### src/hw/rtl/tgdt_pkg.sv
`default_nettype none
package tgdt_pkg;

   localparam int DELTA_W     = 24;
   localparam int SUM_W       = 32;
   localparam int SCALE_W     = 16;
   localparam int ROT_THR_W   = 23;
   localparam int SCALE_THR_W = 12;
   localparam int CSR_INDEX_W = 1;
   localparam int CSR_DATA_W  = 23;
   localparam int MASK_W      = 8;

   localparam logic [1:0] MODE_BEGIN  = 2'd0;
   localparam logic [1:0] MODE_UPDATE = 2'd1;
   localparam logic [1:0] MODE_CANCEL = 2'd2;
   localparam logic [1:0] MODE_END    = 2'd3;

   localparam logic [1:0] KIND_NONE  = 2'd0;
   localparam logic [1:0] KIND_HOLD  = 2'd1;
   localparam logic [1:0] KIND_PINCH = 2'd2;
   localparam logic [1:0] KIND_SWIPE = 2'd3;

   localparam logic [1:0] STATUS_OK           = 2'd0;
   localparam logic [1:0] STATUS_HOLD_IGNORED = 2'd1;
   localparam logic [1:0] STATUS_NOT_TRACKING = 2'd2;

   localparam logic [CSR_INDEX_W-1:0] CSR_ROTATION_THRESHOLD = 1'd0;
   localparam logic [CSR_INDEX_W-1:0] CSR_SCALE_THRESHOLD    = 1'd1;

   localparam logic [ROT_THR_W-1:0]   ROT_THR_RESET   = 23'd1280;
   localparam logic [SCALE_THR_W-1:0] SCALE_THR_RESET = 12'd410;
   localparam logic [SCALE_W-1:0]     SCALE_ONE       = 16'd4096;

   localparam int DIR_UP       = 0;
   localparam int DIR_DOWN     = 1;
   localparam int DIR_LEFT     = 2;
   localparam int DIR_RIGHT    = 3;
   localparam int DIR_INWARD   = 4;
   localparam int DIR_OUTWARD  = 5;
   localparam int DIR_CW       = 6;
   localparam int DIR_CCW      = 7;

   typedef struct packed {
      logic [1:0]               kind;
      logic [3:0]               fingers;
      logic signed [SUM_W-1:0]  sum_x;
      logic signed [SUM_W-1:0]  sum_y;
      logic [SCALE_W-1:0]       scale;
      logic signed [SUM_W-1:0]  sum_rotation;
   } tgdt_state_type;

   typedef struct packed {
      logic [ROT_THR_W-1:0]   rotation_threshold;
      logic [SCALE_THR_W-1:0] scale_threshold;
   } tgdt_cfg_type;

endpackage
`default_nettype wire

### src/hw/rtl/tgdt_if.sv
`default_nettype none
interface tgdt_req_if;
   logic                                valid;
   logic                                ready;
   logic [1:0]                          mode;
   logic [1:0]                          gesture_kind;
   logic [3:0]                          finger_count;
   logic signed [tgdt_pkg::DELTA_W-1:0] delta_x;
   logic signed [tgdt_pkg::DELTA_W-1:0] delta_y;
   logic [tgdt_pkg::SCALE_W-1:0]        scale_now;
   logic signed [tgdt_pkg::DELTA_W-1:0] rotation_delta;

   modport source (output valid, mode, gesture_kind, finger_count, delta_x, delta_y,
                   scale_now, rotation_delta, input ready);
   modport sink (input valid, mode, gesture_kind, finger_count, delta_x, delta_y,
                 scale_now, rotation_delta, output ready);
endinterface

interface tgdt_rsp_if;
   logic                        valid;
   logic                        ready;
   logic [1:0]                  tracked_kind;
   logic                        gesture_done;
   logic [1:0]                  done_kind;
   logic [3:0]                  done_fingers;
   logic [tgdt_pkg::MASK_W-1:0] direction_mask;
   logic [1:0]                  event_status;

   modport source (output valid, tracked_kind, gesture_done, done_kind, done_fingers,
                   direction_mask, event_status, input ready);
   modport sink (input valid, tracked_kind, gesture_done, done_kind, done_fingers,
                 direction_mask, event_status, output ready);
endinterface

interface tgdt_csr_if;
   logic                             valid;
   logic                             ready;
   logic [tgdt_pkg::CSR_INDEX_W-1:0] index;
   logic [tgdt_pkg::CSR_DATA_W-1:0]  data;

   modport source (output valid, index, data, input ready);
   modport sink (input valid, index, data, output ready);
endinterface
`default_nettype wire

### src/hw/rtl/tgdt_classify.sv
`default_nettype none
module tgdt_classify (
   input  tgdt_pkg::tgdt_state_type     state,
   input  tgdt_pkg::tgdt_cfg_type       cfg,
   output logic [tgdt_pkg::MASK_W-1:0]  direction_mask
);

   logic signed [tgdt_pkg::SUM_W:0] x_ext;
   logic signed [tgdt_pkg::SUM_W:0] y_ext;
   logic signed [tgdt_pkg::SUM_W:0] rot_ext;
   logic signed [tgdt_pkg::SUM_W:0] thr_ext;
   logic [tgdt_pkg::SUM_W:0]        abs_x;
   logic [tgdt_pkg::SUM_W:0]        abs_y;
   logic [tgdt_pkg::SCALE_W:0]      scale_ext;
   logic [tgdt_pkg::SCALE_W:0]      scale_high;
   logic [tgdt_pkg::SCALE_W:0]      scale_low;
   logic                            x_pos;
   logic                            y_pos;

   always_comb begin
      x_ext   = {state.sum_x[tgdt_pkg::SUM_W-1], state.sum_x};
      y_ext   = {state.sum_y[tgdt_pkg::SUM_W-1], state.sum_y};
      rot_ext = {state.sum_rotation[tgdt_pkg::SUM_W-1], state.sum_rotation};
      thr_ext = $signed({{(tgdt_pkg::SUM_W + 1 - tgdt_pkg::ROT_THR_W){1'b0}},
                         cfg.rotation_threshold});
      abs_x   = x_ext[tgdt_pkg::SUM_W] ? $unsigned(-x_ext) : $unsigned(x_ext);
      abs_y   = y_ext[tgdt_pkg::SUM_W] ? $unsigned(-y_ext) : $unsigned(y_ext);
      x_pos   = !state.sum_x[tgdt_pkg::SUM_W-1] && (|state.sum_x);
      y_pos   = !state.sum_y[tgdt_pkg::SUM_W-1] && (|state.sum_y);

      scale_ext  = {1'b0, state.scale};
      scale_high = {1'b0, tgdt_pkg::SCALE_ONE} + (tgdt_pkg::SCALE_W + 1)'(cfg.scale_threshold);
      scale_low  = {1'b0, tgdt_pkg::SCALE_ONE} - (tgdt_pkg::SCALE_W + 1)'(cfg.scale_threshold);

      direction_mask = '0;
      if (state.kind == tgdt_pkg::KIND_PINCH) begin
         direction_mask[tgdt_pkg::DIR_CW]      = rot_ext > thr_ext;
         direction_mask[tgdt_pkg::DIR_CCW]     = rot_ext < -thr_ext;
         direction_mask[tgdt_pkg::DIR_OUTWARD] = scale_ext > scale_high;
         direction_mask[tgdt_pkg::DIR_INWARD]  = scale_ext < scale_low;
      end
      if (state.kind == tgdt_pkg::KIND_PINCH || state.kind == tgdt_pkg::KIND_SWIPE) begin
         if (abs_x > abs_y) begin
            if (x_pos) begin
               direction_mask[tgdt_pkg::DIR_RIGHT] = 1'b1;
            end else begin
               direction_mask[tgdt_pkg::DIR_LEFT] = 1'b1;
            end
         end else if (y_pos) begin
            direction_mask[tgdt_pkg::DIR_DOWN] = 1'b1;
         end else begin
            direction_mask[tgdt_pkg::DIR_UP] = 1'b1;
         end
      end
   end

endmodule
`default_nettype wire

### src/hw/rtl/touch_gesture_direction_tracker_core.sv
// Pipeline: a request is registered at acceptance, and its response is registered in the
// response register when the request leaves the request register.
// Throughput: one request per cycle while the response side is not stalled; the gesture state
// updates as a request moves from the request register to the response register.
// Reset: synchronous, active high; clears the gesture state, loads the threshold
// reset values and empties both register stages.
`default_nettype none
module touch_gesture_direction_tracker_core (
   input  wire         clock,
   input  wire         reset,
   tgdt_req_if.sink    req_chan,
   tgdt_rsp_if.source  rsp_chan,
   tgdt_csr_if.sink    csr_chan
);

   typedef struct packed {
      logic [1:0]                          mode;
      logic [1:0]                          gesture_kind;
      logic [3:0]                          finger_count;
      logic signed [tgdt_pkg::DELTA_W-1:0] delta_x;
      logic signed [tgdt_pkg::DELTA_W-1:0] delta_y;
      logic [tgdt_pkg::SCALE_W-1:0]        scale_now;
      logic signed [tgdt_pkg::DELTA_W-1:0] rotation_delta;
   } req_type;

   function automatic logic signed [tgdt_pkg::SUM_W-1:0] sat_add(
      input logic signed [tgdt_pkg::SUM_W-1:0]   acc,
      input logic signed [tgdt_pkg::DELTA_W-1:0] d
   );
      logic signed [tgdt_pkg::SUM_W:0] s;
      s = {acc[tgdt_pkg::SUM_W-1], acc}
          + {{(tgdt_pkg::SUM_W + 1 - tgdt_pkg::DELTA_W){d[tgdt_pkg::DELTA_W-1]}}, d};
      if (s[tgdt_pkg::SUM_W] != s[tgdt_pkg::SUM_W-1]) begin
         return s[tgdt_pkg::SUM_W] ? {1'b1, {(tgdt_pkg::SUM_W - 1){1'b0}}}
                                   : {1'b0, {(tgdt_pkg::SUM_W - 1){1'b1}}};
      end
      return s[tgdt_pkg::SUM_W-1:0];
   endfunction

   logic                         in_valid_ff;
   req_type                      in_ff;
   tgdt_pkg::tgdt_state_type     state_ff;
   tgdt_pkg::tgdt_state_type     state_in;
   tgdt_pkg::tgdt_cfg_type       cfg_ff;
   logic                         out_valid_ff;
   logic [1:0]                   tracked_kind_ff;
   logic                         gesture_done_ff;
   logic [1:0]                   done_kind_ff;
   logic [3:0]                   done_fingers_ff;
   logic [tgdt_pkg::MASK_W-1:0]  direction_mask_ff;
   logic [1:0]                   event_status_ff;

   logic                         advance;
   logic                         fire;
   logic                         done_in;
   logic [1:0]                   done_kind_in;
   logic [3:0]                   done_fingers_in;
   logic [tgdt_pkg::MASK_W-1:0]  direction_mask_in;
   logic [1:0]                   event_status_in;
   logic [tgdt_pkg::MASK_W-1:0]  class_mask;

   tgdt_classify u_classify (
      .state          (state_ff),
      .cfg            (cfg_ff),
      .direction_mask (class_mask)
   );

   assign advance        = !out_valid_ff || rsp_chan.ready;
   assign fire           = in_valid_ff && advance;
   assign req_chan.ready = !in_valid_ff || advance;
   assign csr_chan.ready = 1'b1;

   always_comb begin
      state_in          = state_ff;
      done_in           = 1'b0;
      done_kind_in      = tgdt_pkg::KIND_NONE;
      done_fingers_in   = '0;
      direction_mask_in = '0;
      event_status_in   = tgdt_pkg::STATUS_OK;
      unique case (in_ff.mode)
         tgdt_pkg::MODE_BEGIN: begin
            state_in.kind         = in_ff.gesture_kind;
            state_in.fingers      = in_ff.finger_count;
            state_in.sum_x        = '0;
            state_in.sum_y        = '0;
            state_in.scale        = tgdt_pkg::SCALE_ONE;
            state_in.sum_rotation = '0;
         end
         tgdt_pkg::MODE_UPDATE: begin
            if (state_ff.kind == tgdt_pkg::KIND_HOLD) begin
               event_status_in = tgdt_pkg::STATUS_HOLD_IGNORED;
            end else begin
               state_in.sum_x = sat_add(state_ff.sum_x, in_ff.delta_x);
               state_in.sum_y = sat_add(state_ff.sum_y, in_ff.delta_y);
               if (state_ff.kind == tgdt_pkg::KIND_PINCH) begin
                  state_in.scale        = in_ff.scale_now;
                  state_in.sum_rotation = sat_add(state_ff.sum_rotation, in_ff.rotation_delta);
               end
            end
         end
         tgdt_pkg::MODE_CANCEL: begin
            state_in.kind = tgdt_pkg::KIND_NONE;
         end
         tgdt_pkg::MODE_END: begin
            if (state_ff.kind == tgdt_pkg::KIND_NONE) begin
               event_status_in = tgdt_pkg::STATUS_NOT_TRACKING;
            end else begin
               done_in           = 1'b1;
               done_kind_in      = state_ff.kind;
               done_fingers_in   = state_ff.fingers;
               direction_mask_in = class_mask;
               state_in.kind     = tgdt_pkg::KIND_NONE;
            end
         end
         default: begin
         end
      endcase
   end

   always_ff @(posedge clock) begin
      if (reset) begin
         in_valid_ff           <= 1'b0;
         out_valid_ff          <= 1'b0;
         state_ff.kind         <= tgdt_pkg::KIND_NONE;
         state_ff.fingers      <= '0;
         state_ff.sum_x        <= '0;
         state_ff.sum_y        <= '0;
         state_ff.scale        <= tgdt_pkg::SCALE_ONE;
         state_ff.sum_rotation <= '0;
         cfg_ff.rotation_threshold <= tgdt_pkg::ROT_THR_RESET;
         cfg_ff.scale_threshold    <= tgdt_pkg::SCALE_THR_RESET;
      end else begin
         if (req_chan.valid && req_chan.ready) begin
            in_valid_ff <= 1'b1;
         end else if (advance) begin
            in_valid_ff <= 1'b0;
         end
         if (advance) begin
            out_valid_ff <= in_valid_ff;
         end
         if (fire) begin
            state_ff <= state_in;
         end
         if (csr_chan.valid) begin
            unique case (csr_chan.index)
               tgdt_pkg::CSR_ROTATION_THRESHOLD: begin
                  cfg_ff.rotation_threshold <= csr_chan.data[tgdt_pkg::ROT_THR_W-1:0];
               end
               tgdt_pkg::CSR_SCALE_THRESHOLD: begin
                  cfg_ff.scale_threshold <= csr_chan.data[tgdt_pkg::SCALE_THR_W-1:0];
               end
               default: begin
               end
            endcase
         end
      end
   end

   always_ff @(posedge clock) begin
      if (req_chan.valid && req_chan.ready) begin
         in_ff.mode           <= req_chan.mode;
         in_ff.gesture_kind   <= req_chan.gesture_kind;
         in_ff.finger_count   <= req_chan.finger_count;
         in_ff.delta_x        <= req_chan.delta_x;
         in_ff.delta_y        <= req_chan.delta_y;
         in_ff.scale_now      <= req_chan.scale_now;
         in_ff.rotation_delta <= req_chan.rotation_delta;
      end
      if (fire) begin
         tracked_kind_ff   <= state_in.kind;
         gesture_done_ff   <= done_in;
         done_kind_ff      <= done_kind_in;
         done_fingers_ff   <= done_fingers_in;
         direction_mask_ff <= direction_mask_in;
         event_status_ff   <= event_status_in;
      end
   end

   assign rsp_chan.valid          = out_valid_ff;
   assign rsp_chan.tracked_kind   = tracked_kind_ff;
   assign rsp_chan.gesture_done   = gesture_done_ff;
   assign rsp_chan.done_kind      = done_kind_ff;
   assign rsp_chan.done_fingers   = done_fingers_ff;
   assign rsp_chan.direction_mask = direction_mask_ff;
   assign rsp_chan.event_status   = event_status_ff;

endmodule
`default_nettype wire
### src/flat_wrapper.sv
// flat-port wrapper written by rule: the top's interface ports become plain ports
module touch_gesture_direction_tracker_core_flat 
  (clock, reset, req_chan_valid, req_chan_mode, req_chan_gesture_kind, req_chan_finger_count, req_chan_delta_x, req_chan_delta_y, req_chan_scale_now, req_chan_rotation_delta, req_chan_ready, rsp_chan_valid, rsp_chan_tracked_kind, rsp_chan_gesture_done, rsp_chan_done_kind, rsp_chan_done_fingers, rsp_chan_direction_mask, rsp_chan_event_status, rsp_chan_ready, csr_chan_valid, csr_chan_index, csr_chan_data, csr_chan_ready);
  tgdt_req_if req_chan_i ();
  tgdt_rsp_if rsp_chan_i ();
  tgdt_csr_if csr_chan_i ();
  input  wire clock;
  input  wire reset;
  input wire logic [$bits(req_chan_i.valid)-1:0] req_chan_valid;
  input wire logic [$bits(req_chan_i.mode)-1:0] req_chan_mode;
  input wire logic [$bits(req_chan_i.gesture_kind)-1:0] req_chan_gesture_kind;
  input wire logic [$bits(req_chan_i.finger_count)-1:0] req_chan_finger_count;
  input wire logic [$bits(req_chan_i.delta_x)-1:0] req_chan_delta_x;
  input wire logic [$bits(req_chan_i.delta_y)-1:0] req_chan_delta_y;
  input wire logic [$bits(req_chan_i.scale_now)-1:0] req_chan_scale_now;
  input wire logic [$bits(req_chan_i.rotation_delta)-1:0] req_chan_rotation_delta;
  output wire logic [$bits(req_chan_i.ready)-1:0] req_chan_ready;
  output wire logic [$bits(rsp_chan_i.valid)-1:0] rsp_chan_valid;
  output wire logic [$bits(rsp_chan_i.tracked_kind)-1:0] rsp_chan_tracked_kind;
  output wire logic [$bits(rsp_chan_i.gesture_done)-1:0] rsp_chan_gesture_done;
  output wire logic [$bits(rsp_chan_i.done_kind)-1:0] rsp_chan_done_kind;
  output wire logic [$bits(rsp_chan_i.done_fingers)-1:0] rsp_chan_done_fingers;
  output wire logic [$bits(rsp_chan_i.direction_mask)-1:0] rsp_chan_direction_mask;
  output wire logic [$bits(rsp_chan_i.event_status)-1:0] rsp_chan_event_status;
  input wire logic [$bits(rsp_chan_i.ready)-1:0] rsp_chan_ready;
  input wire logic [$bits(csr_chan_i.valid)-1:0] csr_chan_valid;
  input wire logic [$bits(csr_chan_i.index)-1:0] csr_chan_index;
  input wire logic [$bits(csr_chan_i.data)-1:0] csr_chan_data;
  output wire logic [$bits(csr_chan_i.ready)-1:0] csr_chan_ready;
  assign req_chan_i.valid = req_chan_valid;
  assign req_chan_i.mode = req_chan_mode;
  assign req_chan_i.gesture_kind = req_chan_gesture_kind;
  assign req_chan_i.finger_count = req_chan_finger_count;
  assign req_chan_i.delta_x = req_chan_delta_x;
  assign req_chan_i.delta_y = req_chan_delta_y;
  assign req_chan_i.scale_now = req_chan_scale_now;
  assign req_chan_i.rotation_delta = req_chan_rotation_delta;
  assign req_chan_ready = req_chan_i.ready;
  assign rsp_chan_valid = rsp_chan_i.valid;
  assign rsp_chan_tracked_kind = rsp_chan_i.tracked_kind;
  assign rsp_chan_gesture_done = rsp_chan_i.gesture_done;
  assign rsp_chan_done_kind = rsp_chan_i.done_kind;
  assign rsp_chan_done_fingers = rsp_chan_i.done_fingers;
  assign rsp_chan_direction_mask = rsp_chan_i.direction_mask;
  assign rsp_chan_event_status = rsp_chan_i.event_status;
  assign rsp_chan_i.ready = rsp_chan_ready;
  assign csr_chan_i.valid = csr_chan_valid;
  assign csr_chan_i.index = csr_chan_index;
  assign csr_chan_i.data = csr_chan_data;
  assign csr_chan_ready = csr_chan_i.ready;
  touch_gesture_direction_tracker_core u_core (.clock(clock), .reset(reset), .req_chan(req_chan_i), .rsp_chan(rsp_chan_i), .csr_chan(csr_chan_i));
endmodule
### config.mk
export PLATFORM = sky130hd
export DESIGN_NAME = touch_gesture_direction_tracker_core_flat
export DESIGN_NICKNAME = d
export VERILOG_FILES = /design/src/hw/rtl/tgdt_pkg.sv /design/src/hw/rtl/tgdt_if.sv /design/src/hw/rtl/tgdt_classify.sv /design/src/hw/rtl/touch_gesture_direction_tracker_core.sv /design/src/flat_wrapper.sv
export SDC_FILE = /design/constraint.sdc
export NUM_CORES = 1
export LEC_CHECK = 0
export ABC_AREA = 1
export BUFFER_PORTS_ARGS = -buffer_cell sky130_fd_sc_hd__clkbuf_2
export CORE_MARGIN = 3
export CORE_UTILIZATION = 41
export CTS_BUF_LIST = sky130_fd_sc_hd__clkbuf_8
export DETAILED_ROUTE_END_ITERATION = 10
export SYNTH_ARGS = -nofsm -noshare
export SYNTH_HDL_FRONTEND = slang
export SYNTH_HIERARCHICAL = 1
export SYNTH_SLANG_ARGS = --single-unit
### constraint.sdc
create_clock -name clock -period 3.8 [get_ports clock]
set_input_delay 0.19 -clock clock [delete_from_list [all_inputs] [get_ports clock]]
set_output_delay 0.19 -clock clock [all_outputs]
set_load 0.05 [all_outputs]
# --- After elaboration in Yosys (flattened, before gate mapping) ---
# Index checks and enable logic that the tools add are counted.
# Widths: inputs -> output; s select.
totals:
  word_cells: 116
  regBits: 270
  input_bits: 125
  output_inout_bits: 22
op_classes:
  eq_ne: 11
  addsub: 8
  mux: 36
  bitwise: 5
  order_cmp: 5
  reduce_logical: 26
ops:
  columns: ["cell", "n"]
  rows:
  - ["$mux 32", 9]
  - ["$pmux 112 s2", 1]
  - ["$mux 112", 1]
  - ["$add 32x24->33", 3]
  - ["$mux 33", 2]
  - ["$neg 32->33", 2]
  - ["$reduce_or 32->1", 2]
  - ["$mux 48", 1]
  - ["$gt 33x33->1", 1]
  - ["$lt 32x33->1", 1]
  - ["$neg 23->33", 1]
  - ["$gt 32x24->1", 1]
  - ["$mux 1", 18]
  - ["$lt 16x17->1", 1]
  - ["$gt 16x14->1", 1]
  - ["$add 13x12->14 const A", 1]
  - ["$sub 13x12->14 const A", 1]
  - ["$eq 2x2->1 const B", 4]
  - ["$reduce_or 4->1", 2]
  - ["$pmux 2 s3", 1]
  - ["$reduce_and 2->1", 3]
  - ["$not 1->1", 5]
  - ["$eq 2x1->1 const B", 2]
  - ["$logic_and 1x1->1", 4]
  - ["13 further kinds", 23]

# --- Longest topological paths before layout ---
depth:
  depth_word: 10
  depth_mapped: 24
  ltp_nobuf: 24

# --- Modules after synthesis ---
# Netlist, hierarchy kept.
by_module_without_submodules:
  columns: ["mod", "n_inst", "cells_each", "seq_area_each_um2", "area_per_inst_um2"]
  rows:
  - ["touch_gesture_direction_tracker_core", 1, 2245, 6556.3, 16383.2]
  - ["tgdt_classify", 1, 961, 0.0, 5627.9]

# --- Least setup slack after synthesis ---
# No wires, ideal clock.
synth_timing:
  path_kind: "flip-flop to flip-flop"
  start: "register u_core.out_valid_ff (netlist: u_core/rsp_chan.valid)"
  end: "register u_core/in_ff[0] (netlist name) (enable)"
  path_slack_ns: 0.366
  path_buffers: 0
  stages_incl_launch_ff: 4
  setup_time_ns: 0.449
  synth_period_minus_slack_ns: 3.434
  t_arrival_ns: 2.985
  t_required_ns: 3.351
  path_cell_list: "dfxtp_1 nand3_1 nand2_1 inv_1"
synth_via:
  elab_chain_cells: 4
synth_lines:
  columns: ["item", "line", "source"]
  rows:
  - ["start: declaration", "touch_gesture_direction_tracker_core.sv:45", "logic out_valid_ff;"]
  - ["start signal: assignment", "touch_gesture_direction_tracker_core.sv:139", "out_valid_ff <= in_valid_ff;"]
  - ["$logic_not 1->1", "touch_gesture_direction_tracker_core.sv:68", "assign advance = !out_valid_ff || rsp_chan.ready;"]
  - ["$logic_or 1x1->1", "touch_gesture_direction_tracker_core.sv:68", null]
  - ["$logic_or 1x1->1", "touch_gesture_direction_tracker_core.sv:70", "assign req_chan.ready = !in_valid_ff || advance;"]
  - ["net req_chan_ready", "flat_wrapper.sv:17", "output wire logic [$bits(req_chan_i.ready)-1:0] req_chan_ready;"]
  - ["$logic_and 1x1->1", "touch_gesture_direction_tracker_core.sv:160", "if (req_chan.valid && req_chan.ready) begin"]
  - ["end: declaration", "touch_gesture_direction_tracker_core.sv:41", "req_type in_ff;"]
# The timed path passes the listed nets, and every way through them passes these cells.
# A chain may end at the register's enable or synchronous reset.

# --- Final worst setup path ---
layout_timing:
  start: "register u_core/state_ff[50] (netlist name)"
  end: "register u_core/state_ff[66] (netlist name)"
layout_via:
  elab_chain_cells: 8
  elab_cells_between_ends: 10
  cone_classes: "1 x add/sub; 1 x eq/ne; 8 x mux"
layout_lines:
  columns: ["item", "line", "source"]
  rows:
  - ["start: declaration", "touch_gesture_direction_tracker_core.sv:42", "tgdt_pkg::tgdt_state_type state_ff;"]
  - ["start signal: assignment", "touch_gesture_direction_tracker_core.sv:142", "state_ff <= state_in;"]
  - ["$add 32x24->33 (*)", "touch_gesture_direction_tracker_core.sv:32", "+ {{(tgdt_pkg::SUM_W + 1 - tgdt_pkg::DELTA_W){d[tgdt_pkg::DELTA_W-1]}}, d};"]
  - ["$ne 1x1->1", "touch_gesture_direction_tracker_core.sv:33", "if (s[tgdt_pkg::SUM_W] != s[tgdt_pkg::SUM_W-1]) begin"]
  - ["$mux 1", "touch_gesture_direction_tracker_core.sv:33", null]
  - ["$mux 1", "touch_gesture_direction_tracker_core.sv:90", "if (state_ff.kind == tgdt_pkg::KIND_HOLD) begin"]
  - ["$mux 1", "touch_gesture_direction_tracker_core.sv:80", "unique case (in_ff.mode)"]
  - ["$mux 32 (*)", "touch_gesture_direction_tracker_core.sv:37", "return s[tgdt_pkg::SUM_W-1:0];"]
  - ["$mux 112 (*)", "touch_gesture_direction_tracker_core.sv:90", null]
  - ["$pmux 112 s2 (*)", "touch_gesture_direction_tracker_core.sv:80", null]
# Mark *: on every way between the ends. The rest lies on a longest branch, timed or not. The select of a mux whose other input is x is not followed.

==> run_results.csv <==
group,metric,value,unit
critical_path,worstPathRequired,4350,ps
grt,antenna_found_initial,0,
cells_and_area,layout-drive-gt1-share,11.3,%
pwr,p_comb_share,23.8,%
grt,gr-total-overflow,0,
timing,fin_ws,273,ps
timing,fin_crit,3530,ps
cells_and_area,final_common_cell,"nand2_1",
timing,hold_viol_final,0,
drt,ant_nets,0,
yosys,yosysSeqAreaShare,29.8,%
timing,setup_violations,0,
yosys,yosysUniqueCellTypes,52,
grt,grt_pass1_vias,20100,
critical_path,worst-path-max-fanout,19,
placement,port_buffers,145,
pwr,total_power,8510,uW
cells_and_area,final_nets,3821,
clock_network,cts_tree,"done",
yosys,yosys.area.top_type,"edfxtp_1",
grt,grt_max_degree,73,
clock_network,clk_pin_slew,60,ps
floorplanning,pin_count,147,
drt,drt_wl_total,65900,um
pwr,power_leakage,0.0123,uW
flow_run,maxCapViolations,0,
timing,timing.fmax,0.283,GHz
clock_network,htree_levels,2,
grt,grt_pass1_wl,105000,um
timing,clock_skew,36.6,ps
yosys,yosysTopAreaCellShare,15.7,%
timing,slew_violations,0,
drt,dr.pass1.iters,6,
pwr,seq_power_share,38.8,%
drt,drc,0,
yosys,synth_area_leaders,"edfxtp_1 16%, nand2_1 14%, dfxtp_1 14%",
yosys,synthesis.nets,3550,
floorplanning,core,52900,sq um
clock_network,cts_buffer_depth,3,
drt,dr.first_iter.drc_count,1513,
yosys,yosysWarnings,6,
pwr,power.density,330,nW/um^2
pwr,p_int,5730,uW
timing,post-route-period-util,92.8,%
yosys,postSynth.asyncResetShare,0,%
drt,viasPerCell,5.07,
placement,dpl_worst_slack,244,ps
critical_path,critPathKind,"flip-flop to flip-flop",
yosys,syn_area_per_cell,6.87,sq um
cells_and_area,fillCellCount,5490,
cells_and_area,antennaDiodeCount,0,
yosys,synthesis.area,22000,sq um
timing,slew_headroom,20.9,%
clock_network,clock_latency,660,ps
critical_path,start_kind,"flip-flop",
cells_and_area,multi_input_area,13600,sq um
drt,dr_total_vias,21300,
critical_path,cp_common_cell,"nand3_1",
cells_and_area,mostFrequentLayoutCells,"835 x nand2_1, 384 x inv_1, 360 x nor2_1",
clock_network,cts_root_buf,"clkbuf_8",
floorplanning,rows,84,
placement,hpwlAfterDp,51200,um
pwr,sw_frac_of_total,32.6,%
cells_and_area,ff_latch_area,6560,sq um
grt,grt_use_total,22.9,%
cells_and_area,area_growth,17.1,%
pwr,pwr-share-clk,37.4,%
critical_path,arrival,4080,ps
yosys,synth-edff-count,115,
floorplanning,initial_core_util,41.6,%
outcome,status,"completed",
timing,rsz0062_at_grt,"false",
timing,worstMarginPinSlew,1190,ps
placement,place_congestion,0.959,
critical_path,crit_chain,"ha_1 > a21oi_1 > o21ai_1 > nand3_1 > nand3_1 > nand3_1 > nand2_1 > nand2_1 > o311ai_1 > xor2_1 > ha_2 > inv_1 > buf_4 > nand3_1 > nand3_1 > a21oi_1",
floorplanning,die_w,238,um
clock_network,clock_sink_count,270,
timing,fin_setup_tns,0,ps
pwr,peakVddDrop,235,uV
critical_path,slowest_delay,530,ps
hold_path,holdCritPathClass,"primary input to flip-flop",
clock_network,cts_made_buffers,52,
yosys,ys.flop_type,"dfxtp_1",
yosys,synth_cells,3206,
floorplanning,die_y,238,um
yosys,yosys_register_bits,270,
critical_path,slowest_stage,"dfxtp_1",
cells_and_area,post-route-cell-area,25800,sq um
placement,placed_area,23400,sq um
critical_path,end_kind,"flip-flop",
floorplanning,dieArea,56500,sq um
pwr,switchingPower,2770,uW
drt,drt-wirelength-per-cell,15.7,um
==> timing repair <==
| action | CTS | global route |
|---|---|---|
| resized for setup | 0 | 3 |
| endpoints found under the setup margin | 0 | 34 |
| setup buffers | 0 | 0 |
| hold buffers | 124 | 0 |
| hold endpoints to repair | 153 | 0 |
==> worst max-delay path, delay by kind of cell, from the launching register on <==
| family | cells | cell delay [ps] |
|---|---|---|
| buffers and inverters | 2 | 330 |
| and+or+nand+nor | 7 | 820 |
| DFF | 1 | 530 |
| AOI/OAI and AO/OA | 4 | 690 |
| adders and majority gates | 2 | 880 |
| xor gates and xnor gates | 1 | 180 |
==> layer usage <==
layer	wire length (um)	part of all wire [%]	GRT usage [%]	up-vias
met4	1830	2.8	7.06	0
met2	31200	47	39.4	496
met5	0	0	0	-
li1	-	-	-	11100
met3	3110	4.7	3.02	104
met1	29800	45	30.1	9583
==> worst paths after layout <==
path              slack, ps                  from                   end  cells after the start
hold reg to reg         450  u_core/state_ff[115]  u_core/state_ff[115]                      2
hold / removal          100        csr_chan_index     u_core/cfg_ff[22]                      5
setup / recovery        270   u_core/state_ff[50]   u_core/state_ff[66]                     16
setup reg to reg        270   u_core/state_ff[50]   u_core/state_ff[66]                     16
==> registers in the layout, summed over array words and instances (netlist names), 2 cells and up <==
register	count
u_core/cfg_ff	35
u_core/state_ff	118
u_core/in_ff	96
u_core/rsp_chan.event_status	2
u_core/rsp_chan.tracked_kind	2
u_core/rsp_chan.done_fingers	4
u_core/rsp_chan.direction_mask	8
u_core/rsp_chan.done_kind	2
==> synthesized netlist by cell type (all sizes together) (49+ instances only) <==
cell    number
a21oi      286
clkbuf      49
dfxtp      155
edfxtp     115
ha         216
inv        399
nand2      858
nand3      279
nor2       382
nor3        49
o21ai      157
xor2        69
==> final cells by class <==
class,instances,area share (%)
Inverter,399,5.82
Multi-Input combinational cell,2462,52.6
Clock inverter,38,1.36
Tap cell,688,3.34
Timing Repair Buffer,292,8.31
Sequential cell,270,25.4
Clock buffer,58,3.10
==> metrics by stage <==
stage / cells / hold slack (ps) / util [%]
after floorplan: 3206 / 289 / -
after global placement: 3987 / 367 / 44.2
after detailed placement: 3987 / 369 / 44.2
after CTS: 4207 / 15.8 / 48.7
after global routing: 4207 / 75.8 / 48.7
final: 4207 / 96.6 / 48.7
==> cell families (layout without fill, tap and decap cells) <==
logic type                 after synthesis  in the layout  synth area share (%)
and+or+nand+nor                       1655           1655                  32.7
buffers and inverters                  474            787                  8.70
xor gates and xnor gates                99             99                  3.94
DFF                                    270            270                  29.8
other                                    3              3                0.0512
adders and majority gates              219            219                  12.6
AOI/OAI and AO/OA                      486            486                  12.3
==> power groups by stage <==
stage	combinational, uW	clock, uW	sequential, uW
3_3_place_gp	1890	0	3360
6_report	2020	3180	3300
5_1_grt	2270	3430	3320
3_5_place_dp	1900	0	3360
4_1_cts	2010	3300	3300
2_1_floorplan	1400	0	3340
Power figures use the tool's default switching activity.
